$ cat src/rchc_pkg.sv
// Shared types, constants and arithmetic helpers for the header checksum checker.
package rchc_pkg;

    localparam int CHECKSUM_BYTES_DEFAULT = 82;
    localparam int INDEX_W                = 7;
    localparam int TERM_W                 = 16;
    localparam int PROD_W                 = 25;
    localparam int STORED_W               = 32;
    localparam int LOAD_W                 = 16;
    localparam int ALPHA_STEP             = 17;
    localparam int BETA_STEP              = 31;
    localparam int TERM0_OFFSET           = 7;
    localparam logic [LOAD_W-1:0] LOAD_BASE_RESET = 16'h0100;
    localparam logic [TERM_W:0]   SUM_MODULUS     = 17'd65535;

    typedef enum logic [1:0] {
        STATUS_OK         = 2'd0,
        STATUS_SHORT      = 2'd1,
        STATUS_BAD_HEADER = 2'd2,
        STATUS_MISMATCH   = 2'd3
    } status_t;

    typedef struct packed {
        logic [7:0] data_byte;
        logic       last_byte;
    } item_t;

    typedef struct packed {
        status_t           status;
        logic [TERM_W-1:0] computed_sum;
    } result_t;

    // Magic word "ANKH", one byte per header position.
    function automatic logic [7:0] magic_byte(input logic [1:0] pos);
        logic [7:0] value;
        begin
            unique case (pos)
                2'd0: value = 8'h41;
                2'd1: value = 8'h4E;
                2'd2: value = 8'h4B;
                2'd3: value = 8'h48;
                default: value = 8'h00;
            endcase
            return value;
        end
    endfunction

    function automatic logic [7:0] alpha_of(input logic [INDEX_W-1:0] pos);
        return 8'(12'(pos) * 12'(ALPHA_STEP));
    endfunction

    function automatic logic [7:0] beta_of(input logic [INDEX_W-1:0] pos);
        return 8'(12'(pos) * 12'(BETA_STEP));
    endfunction

    // Reduction mod 2^16-1 by folding the upper bits onto the lower half.
    function automatic logic [TERM_W-1:0] mod_65535(input logic [PROD_W-1:0] x);
        logic [TERM_W:0] fold1;
        logic [TERM_W:0] fold2;
        begin
            fold1 = 17'(x[TERM_W-1:0]) + 17'(x[PROD_W-1:TERM_W]);
            fold2 = 17'(fold1[TERM_W-1:0]) + 17'(fold1[TERM_W]);
            if (fold2 >= SUM_MODULUS) begin
                fold2 = fold2 - SUM_MODULUS;
            end
            return fold2[TERM_W-1:0];
        end
    endfunction

endpackage

$ cat src/rchc_in_stage.sv
// Input register stage that holds one accepted item for the datapath.
module rchc_in_stage
    import rchc_pkg::*;
(
    input  logic       aclk,
    input  logic       aresetn,
    input  logic       s_valid,
    output logic       s_ready,
    input  logic [7:0] s_data_byte,
    input  logic       s_last_byte,
    input  logic       advance,
    output logic       item_valid,
    output item_t      item
);

    logic  valid_reg;
    logic  valid_next;
    item_t item_reg;

    assign s_ready    = !valid_reg || advance;
    assign item_valid = valid_reg;
    assign item       = item_reg;

    always_comb begin
        valid_next = valid_reg;
        if (s_ready) begin
            valid_next = s_valid;
        end
    end

    always_ff @(posedge aclk) begin
        if (!aresetn) begin
            valid_reg <= 1'b0;
        end else begin
            valid_reg <= valid_next;
        end
    end

    always_ff @(posedge aclk) begin
        if (s_valid && s_ready) begin
            item_reg.data_byte <= s_data_byte;
            item_reg.last_byte <= s_last_byte;
        end
    end

endmodule

$ cat src/rchc_term_unit.sv
// Three-term recurrence: keeps the last two terms, advancing one byte per cycle on fire.
module rchc_term_unit
    import rchc_pkg::*;
#(
    parameter int CHECKSUM_BYTES = CHECKSUM_BYTES_DEFAULT
) (
    input  logic               aclk,
    input  logic               aresetn,
    input  logic               fire,
    input  item_t              item,
    input  logic [INDEX_W-1:0] pos,
    output logic [TERM_W-1:0]  newer_term
);

    localparam logic [INDEX_W-1:0] CK_IDX = INDEX_W'(CHECKSUM_BYTES);

    logic [TERM_W-1:0] older_term_reg;
    logic [TERM_W-1:0] older_term_next;
    logic [TERM_W-1:0] newer_term_reg;
    logic [TERM_W-1:0] newer_term_next;
    logic [8:0]        factor;
    logic [PROD_W-1:0] prod_new;
    logic [PROD_W-1:0] prod_old;
    logic [TERM_W-1:0] diff_mod;
    logic [TERM_W-1:0] step_term;

    assign newer_term = newer_term_reg;

    always_comb begin
        factor   = 9'(item.data_byte) + 9'(alpha_of(pos));
        prod_new = PROD_W'(factor) * PROD_W'(newer_term_reg);
        prod_old = PROD_W'(beta_of(pos)) * PROD_W'(older_term_reg);
        // A negative difference wraps at 2^64, and 2^64 is 1 mod 65535.
        if (prod_new >= prod_old) begin
            diff_mod  = mod_65535(prod_new - prod_old);
            step_term = diff_mod;
        end else begin
            diff_mod = mod_65535(prod_old - prod_new);
            if (diff_mod == '0) begin
                step_term = TERM_W'(1);
            end else if (diff_mod == TERM_W'(1)) begin
                step_term = '0;
            end else begin
                step_term = TERM_W'(17'h10000 - 17'(diff_mod));
            end
        end
    end

    always_comb begin
        older_term_next = older_term_reg;
        newer_term_next = newer_term_reg;
        if (fire && item.last_byte) begin
            older_term_next = TERM_W'(1);
            newer_term_next = TERM_W'(1);
        end else if (fire && (pos < CK_IDX)) begin
            if (pos == '0) begin
                older_term_next = TERM_W'(1);
                newer_term_next = TERM_W'(item.data_byte) + TERM_W'(TERM0_OFFSET);
            end else begin
                older_term_next = newer_term_reg;
                newer_term_next = step_term;
            end
        end
    end

    always_ff @(posedge aclk) begin
        if (!aresetn) begin
            older_term_reg <= TERM_W'(1);
            newer_term_reg <= TERM_W'(1);
        end else begin
            older_term_reg <= older_term_next;
            newer_term_reg <= newer_term_next;
        end
    end

endmodule

$ cat src/rchc_hdr_track.sv
// Header tracking: byte position, magic and load address checks, stored checksum, verdict.
module rchc_hdr_track
    import rchc_pkg::*;
#(
    parameter int CHECKSUM_BYTES = CHECKSUM_BYTES_DEFAULT
) (
    input  logic               aclk,
    input  logic               aresetn,
    input  logic               fire,
    input  item_t              item,
    input  logic [LOAD_W-1:0]  load_base,
    input  logic [TERM_W-1:0]  newer_term,
    output logic [INDEX_W-1:0] pos,
    output result_t            result
);

    localparam logic [INDEX_W-1:0] CK_IDX    = INDEX_W'(CHECKSUM_BYTES);
    localparam logic [INDEX_W-1:0] TOTAL_IDX = INDEX_W'(CHECKSUM_BYTES + 4);

    logic [INDEX_W-1:0]  byte_index_reg;
    logic [INDEX_W-1:0]  byte_index_next;
    logic                header_good_reg;
    logic                header_good_next;
    logic [LOAD_W-1:0]   seen_load_reg;
    logic [LOAD_W-1:0]   seen_load_next;
    logic [STORED_W-1:0] stored_sum_reg;
    logic [STORED_W-1:0] stored_sum_next;
    logic                active;
    logic [INDEX_W-1:0]  lane_pos;

    assign pos      = byte_index_reg;
    assign active   = byte_index_reg < TOTAL_IDX;
    assign lane_pos = byte_index_reg - CK_IDX;

    // Position-driven updates; the position stops counting once the header is complete.
    always_comb begin
        byte_index_next  = byte_index_reg;
        header_good_next = header_good_reg;
        seen_load_next   = seen_load_reg;
        stored_sum_next  = stored_sum_reg;
        if (active) begin
            byte_index_next = byte_index_reg + INDEX_W'(1);
            if (byte_index_reg < INDEX_W'(4)) begin
                if (item.data_byte != magic_byte(byte_index_reg[1:0])) begin
                    header_good_next = 1'b0;
                end
            end else if (byte_index_reg == INDEX_W'(4)) begin
                seen_load_next[7:0] = item.data_byte;
            end else if (byte_index_reg == INDEX_W'(5)) begin
                seen_load_next[15:8] = item.data_byte;
            end
            if (byte_index_reg >= CK_IDX) begin
                stored_sum_next = stored_sum_reg
                    | (STORED_W'(item.data_byte) << {lane_pos[1:0], 3'b000});
            end
        end
    end

    // A complete header always ends past the checksummed bytes, so the term
    // register already holds the final value when the verdict is formed.
    always_comb begin
        result.computed_sum = newer_term;
        if (byte_index_next < TOTAL_IDX) begin
            result.status       = STATUS_SHORT;
            result.computed_sum = '0;
        end else if (!header_good_reg || (seen_load_reg != load_base)) begin
            result.status = STATUS_BAD_HEADER;
        end else if (stored_sum_next != STORED_W'(newer_term)) begin
            result.status = STATUS_MISMATCH;
        end else begin
            result.status = STATUS_OK;
        end
    end

    always_ff @(posedge aclk) begin
        if (!aresetn) begin
            byte_index_reg  <= '0;
            header_good_reg <= 1'b1;
            seen_load_reg   <= '0;
            stored_sum_reg  <= '0;
        end else if (fire) begin
            if (item.last_byte) begin
                byte_index_reg  <= '0;
                header_good_reg <= 1'b1;
                seen_load_reg   <= '0;
                stored_sum_reg  <= '0;
            end else begin
                byte_index_reg  <= byte_index_next;
                header_good_reg <= header_good_next;
                seen_load_reg   <= seen_load_next;
                stored_sum_reg  <= stored_sum_next;
            end
        end
    end

endmodule

$ cat src/recurrence_checksum_header_check.sv
// Top level of the image header checker with recurrence checksum.
// The block takes one header byte per cycle while no last byte waits, and
// delivers one result, status and checksum, for each item marked last; a byte
// is held in the input register, and a last byte's result is loaded into the
// output register as it leaves. Sustained throughput is one byte per cycle
// while no last byte waits, set by the term update loop: two narrow multipliers,
// one subtract and a mod-65535 fold close combinationally on the term
// registers. The input side keeps accepting while a result waits to be
// taken; only a last byte holds in the input register until the output register
// frees up. The load_base register may be written at any time the block is idle.
module recurrence_checksum_header_check
    import rchc_pkg::*;
#(
    parameter int CHECKSUM_BYTES = CHECKSUM_BYTES_DEFAULT
) (
    input  logic              aclk,
    input  logic              aresetn,
    input  logic              cfg_we,
    input  logic [LOAD_W-1:0] cfg_wdata,
    input  logic              s_valid,
    output logic              s_ready,
    input  logic [7:0]        s_data_byte,
    input  logic              s_last_byte,
    output logic              m_valid,
    input  logic              m_ready,
    output logic [1:0]        m_status,
    output logic [TERM_W-1:0] m_computed_sum
);

    logic [LOAD_W-1:0]  load_base_reg;
    logic               item_valid;
    item_t              item;
    logic               out_free;
    logic               fire;
    logic               result_load;
    logic [INDEX_W-1:0] pos;
    logic [TERM_W-1:0]  newer_term;
    result_t            result;
    logic               m_valid_reg;
    logic               m_valid_next;
    result_t            m_result_reg;

    assign out_free    = !m_valid_reg || m_ready;
    assign fire        = item_valid && (!item.last_byte || out_free);
    assign result_load = fire && item.last_byte;

    rchc_in_stage u_in_stage (
        .aclk        (aclk),
        .aresetn     (aresetn),
        .s_valid     (s_valid),
        .s_ready     (s_ready),
        .s_data_byte (s_data_byte),
        .s_last_byte (s_last_byte),
        .advance     (fire),
        .item_valid  (item_valid),
        .item        (item)
    );

    rchc_term_unit #(
        .CHECKSUM_BYTES (CHECKSUM_BYTES)
    ) u_term_unit (
        .aclk       (aclk),
        .aresetn    (aresetn),
        .fire       (fire),
        .item       (item),
        .pos        (pos),
        .newer_term (newer_term)
    );

    rchc_hdr_track #(
        .CHECKSUM_BYTES (CHECKSUM_BYTES)
    ) u_hdr_track (
        .aclk       (aclk),
        .aresetn    (aresetn),
        .fire       (fire),
        .item       (item),
        .load_base  (load_base_reg),
        .newer_term (newer_term),
        .pos        (pos),
        .result     (result)
    );

    always_ff @(posedge aclk) begin
        if (!aresetn) begin
            load_base_reg <= LOAD_BASE_RESET;
        end else if (cfg_we) begin
            load_base_reg <= cfg_wdata;
        end
    end

    always_comb begin
        m_valid_next = m_valid_reg;
        if (result_load) begin
            m_valid_next = 1'b1;
        end else if (m_ready) begin
            m_valid_next = 1'b0;
        end
    end

    always_ff @(posedge aclk) begin
        if (!aresetn) begin
            m_valid_reg <= 1'b0;
        end else begin
            m_valid_reg <= m_valid_next;
        end
    end

    always_ff @(posedge aclk) begin
        if (result_load) begin
            m_result_reg <= result;
        end
    end

    assign m_valid        = m_valid_reg;
    assign m_status       = m_result_reg.status;
    assign m_computed_sum = m_result_reg.computed_sum;

    // A processed last item always leaves a result in the output register.
    a_result_follows_last: assert property (@(posedge aclk) disable iff (!aresetn)
        result_load |=> m_valid_reg)
        else $error("result missing after last item");

    // Every image restarts at header position zero.
    a_restart_position: assert property (@(posedge aclk) disable iff (!aresetn)
        result_load |=> (pos == '0))
        else $error("header position not cleared after last item");

    // A short image reports a zero checksum.
    a_short_sum_zero: assert property (@(posedge aclk) disable iff (!aresetn)
        (m_valid_reg && (m_status == STATUS_SHORT)) |-> (m_computed_sum == '0))
        else $error("short image with nonzero checksum");

    // The reduced checksum never reaches the modulus.
    a_sum_reduced: assert property (@(posedge aclk) disable iff (!aresetn)
        m_valid_reg |-> (m_computed_sum != 16'hFFFF))
        else $error("checksum not reduced");

endmodule

$ cat config.mk
export PLATFORM = sky130hd
export DESIGN_NAME = recurrence_checksum_header_check
export DESIGN_NICKNAME = d
export VERILOG_FILES = /design/src/rchc_pkg.sv /design/src/rchc_in_stage.sv /design/src/rchc_term_unit.sv /design/src/rchc_hdr_track.sv /design/src/recurrence_checksum_header_check.sv
export SDC_FILE = /design/constraint.sdc
export NUM_CORES = 1
export LEC_CHECK = 0
export ABC_AREA = 1
export BUFFER_PORTS_ARGS = -buffer_cell sky130_fd_sc_hd__buf_2
export CORE_ASPECT_RATIO = 0.5
export CORE_MARGIN = 2
export CORE_UTILIZATION = 25
export CTS_CLUSTER_SIZE = 24
export DETAILED_ROUTE_END_ITERATION = 12
export HOLD_SLACK_MARGIN = 0.1
export PLACE_DENSITY = 0.51
export SLEW_MARGIN = 10
export SYNTH_ARGS = -nofsm -noshare
export SYNTH_HDL_FRONTEND = slang
export SYNTH_HIERARCHICAL = 1
export SYNTH_SLANG_ARGS = --single-unit
$ cat constraint.sdc
create_clock -name aclk -period 13.7 [get_ports aclk]
set_input_delay 1.37 -clock aclk [delete_from_list [all_inputs] [get_ports aclk]]
set_output_delay 1.37 -clock aclk [all_outputs]
set_load 0.01 [all_outputs]
Word-level counts from Yosys, hierarchy flattened:

Cells that the tools add are included.

* $add $sub $neg: 13
* $mul: 4
* $lt $le $gt $ge: 8
* eq/ne operators: 11
* shifts and indexed selects: 1
* muxes and demuxes: 30
* bitwise logic cells: 2
* reduce and logical (&&, ||, !) cells: 25

Operators with widths (number)
* $mux 16: 11
* $mux 32: 3
* $mux 8: 5
* $add 16x1->17: 2
* $add 16x9->17: 2
* $ge 17x16->1 const B: 2
* $ne 32x16->1: 1
* $or 32x32->32: 1
* $pmux 8 s4: 1
* $shl 8x5->32: 1
* $sub 16x16->16 const B: 2
* $ge 25x24->1: 1
* $mul 9x16->25: 1
* $sub 24x25->25: 1
* $sub 25x24->25: 1
* $mul 8x16->24: 1
* $lt 7x7->1 const B: 3
* $eq 16x1->1 const B: 1
* $logic_not 16->1: 1
* $mul 7x5->8 const B: 2
* $ne 16x16->1: 1
* $sub 1x16->16 const A: 1
* $eq 7x3->1 const B: 2
* $mux 7: 2
* 22 further kinds: 45

* flip-flop bits (word level): 133
* output and inout bits: 20
* word-level logic and storage cells: 108

Longest topological paths before layout:

Gate-level depths: netlist (run 1).

* depth after elaboration: 14
* gate-level depth with buffers: 90
* gate-level depth less buffers: 87

Hierarchy:

The synthesis (run 1) kept the hierarchy.

Modules (own cells, without submodules)
* rchc_term_unit: times used 1, cells an instance 2470, area an instance 16405.7 um2, sequential area each 640.6 um2
* rchc_hdr_track: times used 1, cells an instance 553, area an instance 3594.7 um2, sequential area each 1121.1 um2
* recurrence_checksum_header_check: times used 1, cells an instance 98, area an instance 1153.6 um2, sequential area each 880.8 um2
* rchc_in_stage: times used 1, cells an instance 16, area an instance 321.6 um2, sequential area each 290.3 um2

Worst setup path after synthesis (run 1):

No wires, ideal clock.

* kind: flip-flop to flip-flop
* start: register u_hdr_track.byte_index_reg[1] (netlist: u_hdr_track/pos[1])
* end: register u_term_unit.newer_term_reg[15] (netlist: u_term_unit/newer_term[15])
* library setup time: 132 ps
* arrival: 12756 ps
* data required time: 13568 ps
* slack: 812 ps
* stages on the path, launching flop included: 84
* period minus slack after synthesis: 12888 ps
* path through: dfxtp_1 -> inv_1 -> fa_1 -> inv_1 -> fa_1 -> inv_1 -> fa_1 -> inv_1 -> ha_1 -> inv_1 -> o21a_1 -> inv_1 -> or2_2 -> nand2_1 -> clkbuf_1 -> nor2_1 -> fa_1 -> inv_1 -> [48 not listed] -> nand2_1 -> nor2_2 -> nand2_1 -> nand3b_1 -> nand2_1 -> nand2_2 -> nand2_4 -> nand2_4 -> buf_6 -> a21oi_2 -> nand2_1 -> nor2_2 -> nand2_4 -> buf_6 -> nand3_1 -> nand2_1 -> nand2_1 -> a21oi_1

* cells in the longest elaborated chain, start to end: 14
* elaborated cells on any way between the ends: 29
* classes of those cells: add/sub: 10; mul: 4; order compare: 4; eq/ne: 1; mux: 7; reduce/logical: 3

Ends and longest elaborated chain
* start, declared: line rchc_hdr_track.sv:20 `logic [INDEX_W-1:0] byte_index_reg;`
* start signal, assigned: line rchc_hdr_track.sv:88 `byte_index_reg <= byte_index_next;`
* $mul 7x5->8: line rchc_pkg.sv:49 `return 8'(12'(pos) * 12'(ALPHA_STEP));`
* $add 8x8->9: line rchc_term_unit.sv:30 `factor = 9'(item.data_byte) + 9'(alpha_of(pos));`
* $mul 9x16->25: line rchc_term_unit.sv:31 `prod_new = PROD_W'(factor) * PROD_W'(newer_term_reg);`
* $sub 24x25->25: line rchc_term_unit.sv:38 `diff_mod = mod_65535(prod_old - prod_new);`
* $add 16x9->17: line rchc_pkg.sv:61 `fold1 = 17'(x[TERM_W-1:0]) + 17'(x[PROD_W-1:TERM_W]);`
* $add 16x1->17: line rchc_pkg.sv:62 `fold2 = 17'(fold1[TERM_W-1:0]) + 17'(fold1[TERM_W]);`
* $sub 16x16->16 / $ge 17x16->1 (equally long branches): line rchc_pkg.sv:64, rchc_pkg.sv:63
* $mux 16: line rchc_pkg.sv:63 `if (fold2 >= SUM_MODULUS) begin`
* $mux 16: line rchc_term_unit.sv:34 `if (prod_new >= prod_old) begin`
* $sub 1x16->16 / $eq 16x1->1 (equally long branches): line rchc_term_unit.sv:44, rchc_term_unit.sv:41
* $mux 16: line rchc_term_unit.sv:41 `end else if (diff_mod == TERM_W'(1)) begin`
* $mux 16: line rchc_term_unit.sv:39 `if (diff_mod == '0) begin`
* $mux 16: line rchc_term_unit.sv:34
* $mux 16: line rchc_term_unit.sv:56 `if (pos == '0) begin`
* end signal, assigned: line rchc_term_unit.sv:72 `newer_term_reg <= newer_term_next;`
* end, declared: line rchc_term_unit.sv:19 `logic [TERM_W-1:0] newer_term_reg;`

Several ways; a longest one is shown, not always the timed one. The select of a mux whose other input is x is not followed.
A chain may end at the register's enable or synchronous reset.

Worst setup path in the final report (run 1):

* start: register u_hdr_track.byte_index_reg[1] (netlist: u_hdr_track/pos[1])
* end: register u_term_unit.newer_term_reg[13] (netlist: u_term_unit/newer_term[13])

The elaborated chain is that of the path after synthesis.

==> metrics.txt, run 1 <==
status finished, final reports clean; Post-synth EDFFs 27; CTS root buf clkbuf_16; Post-Syn Area 21500 µm²; critical path's slowest cell fa_1; critical path arrival 13.47 ns; vias in the first global route 19300; ys flop type dfxtp_1; most frequent cells in the layout nand2_1 (708), inv_1 (613), nor2_1 (268); Clock Sink Count 133; #FFs+latches synth 133; sequential area share after synthesis 13.7%; met2 Track Usage GR 25.3%; maxcap violations 0; Post-Route WL 69200 µm; number of DRC markers in iteration 0 1334; HP Start u_hdr_track/stored_sum_reg[13]; Post-Syn Nets 3557; GRT Total Usage 15.5%; initial antenna violation count 0; GRT Residual Overflow 0; most common cell after layout, fill and taps aside nand2_1; busiest layer in global routing met2; DR vias 20000; Mapped Cells 3137; hold_buf cts 0; DP HPWL 56500 µm; ys async rst share 0%; top cells by area, synth fa_1 (19%), nand2_1 (13%), ha_1 (11%), inv_1 (11%), dfxtp_1 (9.9%); Slew Limit Fails 0; post-synthesis cell type count 60; core box area 84500 µm²; HP Class flip-flop to flip-flop; CTS tree yes; setup skew after layout 0.0148 ns; Via-to-Cell Ratio 4.54; Antenna Diode Count 0; fin area 25600 µm²; cell taking the most area after synthesis fa_1; Post-DRT Antenna Nets 0; clock period minus worst slack 13.15 ns; Peak Freq 0.0760 GHz; crit path max fanout 6; GR Util met1 22.3%; CTS H-tree depth 4; Critical Path Start Type flip-flop; Worst-Skew Late Latency 0.45 ns; GP Congestion 0.928; Worst-path clk slew 0.07 ns; Critical path origin u_hdr_track/pos[1]; drc violations 0; CTS Buf Count 17; die height 211 µm; die area 88400 µm²; port bufs 49; Avg WL per Cell 15.7 µm; starting density of the core 25.4%; max FFs per register 32; FP Rows 75; final net count 3689; final hold violations 0; first-pass GRT wire length 108000 µm; Worst Max-Slew Pin Slew 0.891 ns; CP bufs+invs 17; Chip Width 418 µm; top cell type's share of synthesized area 18.6%; Worst R2R Start u_hdr_track/pos[1]; CP top delay family adder cells; First-pass DRT Iterations 5; CP Capture Type flip-flop; final setup vio count 0; layout cells sized above 1 17.9%; largest net degree at the start of global routing 36; CP Class flip-flop to flip-flop; YS warnings 6; Rel. slew slack 40.6%; Crit path required time 14.02 ns; io pins 50; P&R area growth vs syn 19.2%; GR Util met3 1.54%; CP max stage delay 0.58 ns; CTS Buffer Depth 2; Placed Area 23600 µm²; Syn Area/Cell 6.85 µm²; Tcrit/Tclk final 96.0%
## layer usage
| layer | share of wire [%] | vias to the layer above | wire length (µm) |
|---|---|---|---|
| li1 | - | 9893 | - |
| met1 | 49 | 9595 | 33600 |
| met2 | 46 | 438 | 31500 |
| met3 | 4.5 | 57 | 3130 |
| met4 | 1.4 | 0 | 969 |
| met5 | 0 | - | 0 |
## tightest hold or removal path, cell delays in order (launching register included)
cell and delay, ns:
dfxtp_1 0.30, inv_1 0.05, a211oi_1 0.06
## logic make-up after synthesis
kind of cell               synth area share (%)
AOI/OAI and AO/OA                          10.5
xor gates and xnor gates                   4.81
adders and majority gates                  29.7
buffers and inverters                      13.6
DFF                                        13.7
and+or+nand+nor                            27.7
## layout make-up
cell class	count	area [µm²]
clock inverters	14	123
flip-flops and latches	133	2940
fillers	9165	58900
well taps	1116	1400
repair buffers	196	1400
inverters	663	2490
multi-input cells	2258	16800
clock buffers	18	450
## repair_timing
item	4_1_cts	5_1_grt
buffers inserted	2	21
setup endpoints to repair	16	16
gates resized for setup	20	239
gates cloned	0	3
pin swaps	3	103
## synthesized netlist by cell type (5+ instances only)
| cell type | count |
|---|---|
| nor4_1 | 7 |
| nand4_1 | 35 |
| nor2_1 | 296 |
| o21bai_1 | 20 |
| o21ai_0 | 95 |
| ha_1 | 191 |
| inv_1 | 629 |
| fa_1 | 199 |
| a31oi_1 | 7 |
| nand2_1 | 738 |
| inv_2 | 28 |
| o211a_1 | 9 |
| a211oi_1 | 6 |
| or2_2 | 13 |
| nand3_2 | 18 |
| nand2_2 | 36 |
| a21oi_1 | 183 |
| a21oi_2 | 11 |
| clkbuf_1 | 47 |
| nor2_4 | 8 |
| nand3_1 | 131 |
| xor2_1 | 91 |
| nor2_2 | 29 |
| nand3b_1 | 7 |
| nor3_1 | 13 |
| xnor2_1 | 27 |
| buf_4 | 13 |
| dfxtp_1 | 106 |
| buf_2 | 14 |
| clkinv_1 | 6 |
| buf_6 | 7 |
| o21ai_1 | 19 |
| edfxtp_1 | 27 |
| nand2_4 | 13 |
| o21ai_2 | 5 |
## final timing paths
path	end	slack, ns	depth (start not counted)
max	u_term_unit/newer_term[13]	0.55	81
min	u_hdr_track/stored_sum_reg[13]	0.47	2
max reg2reg	u_term_unit/newer_term[13]	0.55	81
min reg2reg	u_hdr_track/stored_sum_reg[13]	0.47	2
## metrics by stage
step / util, % / instances / hold WS, ns / TNS [ns] / setup WS [ns]
2_1_floorplan: - / 3137 / 0.412 / 0 / 0.812
3_3_place_gp: 27.9 / 4340 / 0.444 / -0.620 / -0.212
3_5_place_dp: 27.9 / 4340 / 0.456 / -2.23 / -0.352
4_1_cts: 28.8 / 4374 / 0.471 / 0 / 0.0143
5_1_grt: 30.3 / 4398 / 0.486 / -1.95 / -0.162
6_report: 30.3 / 4398 / 0.467 / 0 / 0.548
Power of run 1 is not shown: default switching activity piles up to over one toggle a cycle in this logic, so the estimate is an artifact.
==> inputs of run 2 (changes only) <==
BUFFER_PORTS_ARGS = -buffer_cell sky130_fd_sc_hd__buf_4   (was -buffer_cell sky130_fd_sc_hd__buf_2)
CTS_CLUSTER_DIAMETER = 40   (was unset)
==> metrics.txt, run 2 (synthesized netlist as in run 1, its figures left out) <==
layout cells sized above 1 17.9% (+0.020 points); GRT Residual Overflow 0 (unchanged); die height 211 µm (unchanged); Worst Max-Slew Pin Slew 0.958 ns (+0.0676 ns); HP Class flip-flop to flip-flop; Worst-Skew Late Latency 0.45 ns (about the same); CP Class flip-flop to flip-flop; critical path arrival 13.60 ns (+0.13 ns); CTS root buf clkbuf_16; number of DRC markers in iteration 0 1154 (-13%); GP Congestion 0.954 (+2.8%); starting density of the core 25.4% (unchanged); CTS H-tree depth 4 (unchanged); final hold violations 0 (unchanged); CP Capture Type flip-flop; io pins 50 (unchanged); Placed Cells 4375 (+0.81%); CTS Buffer Depth 2 (unchanged); unrepaired setup endpoints after global routing yes; Slew Limit Fails 0 (unchanged); fin area 25800 µm² (+0.75%); Post-DRT Antenna Nets 0 (unchanged); core box area 84500 µm² (unchanged); Clock Sink Count 133 (unchanged); CTS Buf Count 17 (unchanged); Critical Path Start Type flip-flop; Worst-path clk slew 0.07 ns (about the same); final setup vio count 0 (unchanged); GRT Total Usage 15.8% (+0.30 points); CP max stage delay 0.59 ns (about the same); Post-Route WL 69600 µm (+0.61%); setup skew after layout 0.0109 ns (-0.00381 ns); status finished, final reports clean; most common cell after layout, fill and taps aside nand2_1; Rel. slew slack 36.1% (-4.5 points); Antenna Diode Count 0 (unchanged); Fillers 9186 (+0.23%); Placed Area 24000 µm² (+1.6%); Peak Freq 0.0753 GHz (-0.91%); port bufs 49 (unchanged); CTS tree yes; drc violations 0 (unchanged); Crit path required time 14.02 ns (about the same); TNS Setup 0 ns (unchanged); largest net degree at the start of global routing 40 (+11%); most frequent cells in the layout nand2_1 (702), inv_1 (620), nor2_1 (276); fin cells 4439 (+0.93%); hold_buf cts 0 (unchanged); Chip Width 418 µm (unchanged); Via-to-Cell Ratio 4.50 (-0.88%); critical path's slowest cell fa_1; Tcrit/Tclk final 96.9% (+0.88 points); Worst Hold Margin 0.463 ns (-0.00435 ns); CP most frequent cell fa_1; clock period minus worst slack 13.27 ns (+0.120 ns); FP Rows 75 (unchanged); P&R area growth vs syn 20.0%; DR vias 20000 (+0.040%); vias in the first global route 19800 (+2.4%); initial antenna violation count 0 (unchanged); First-pass DRT Iterations 5 (unchanged); DP HPWL 57700 µm (+2.0%); die area 88400 µm² (unchanged); final net count 3731 (+1.1%); Avg WL per Cell 15.7 µm (-0.32%); max FFs per register 32 (unchanged); maxcap violations 0 (unchanged); crit path max fanout 8 (+2); first-pass GRT wire length 110000 µm (+2.2%)
## run 2: worst max-delay path, delay by kind of cell, from the launching register on
family,cells,cell delay (ns)
adders and majority gates,15,5.78
xor gates and xnor gates,3,0.54
DFF,1,0.36
and+or+nand+nor,37,3.59
buffers and inverters,14,1.08
AOI/OAI and AO/OA,10,1.75
## run 2: final cells by class
cell class	count	area, µm²	share of cell area (%)
Multi-Input combinational cell	2256	16500	64.2
Sequential cell	133	2940	11.4
Inverter	663	2490	9.66
Timing Repair Buffer	240	1850	7.19
Tap cell	1116	1400	5.42
Clock buffer	20	457	1.77
Clock inverter	11	103	0.398
## run 2: path summary, 6_finish.rpt
check	start	to	slack (ns)	cells after the start
worst max-delay path	u_hdr_track/pos[1]	u_term_unit/newer_term[14]	0.43	79
worst min-delay path	u_hdr_track/header_good_reg	u_hdr_track/header_good_reg	0.46	2
worst max register to register	u_hdr_track/pos[1]	u_term_unit/newer_term[14]	0.43	79
worst min register to register	u_hdr_track/header_good_reg	u_hdr_track/header_good_reg	0.46	2
## run 2: metrics by stage
step / worst slack, ns / util, %
after floorplan: 0.812 / -
after global placement: -0.541 / 28.4
after global routing: -0.304 / 30.5
after CTS: 0.0502 / 29.2
after detailed placement: -0.466 / 28.4
final: 0.428 / 30.5
## run 2: routing by layer
layer	part of all wire (%)	vias to the layer above	wire length (µm)	GRT usage, %
met5	0	-	0	0
met4	2.5	0	1740	3.52
met3	5.1	85	3550	2.37
met2	45	407	31500	25.9
met1	47	9530	32800	21.8
li1	-	9969	-	-
## run 2: repair_timing
action / 4_1_cts / 5_1_grt
resized for setup: 14 / 203
pin swaps: 5 / 94
buffers inserted: 1 / 31
setup endpoints to repair: 16 / 16
cloned: 0 / 1
Power of run 2 is left out for the same reason.
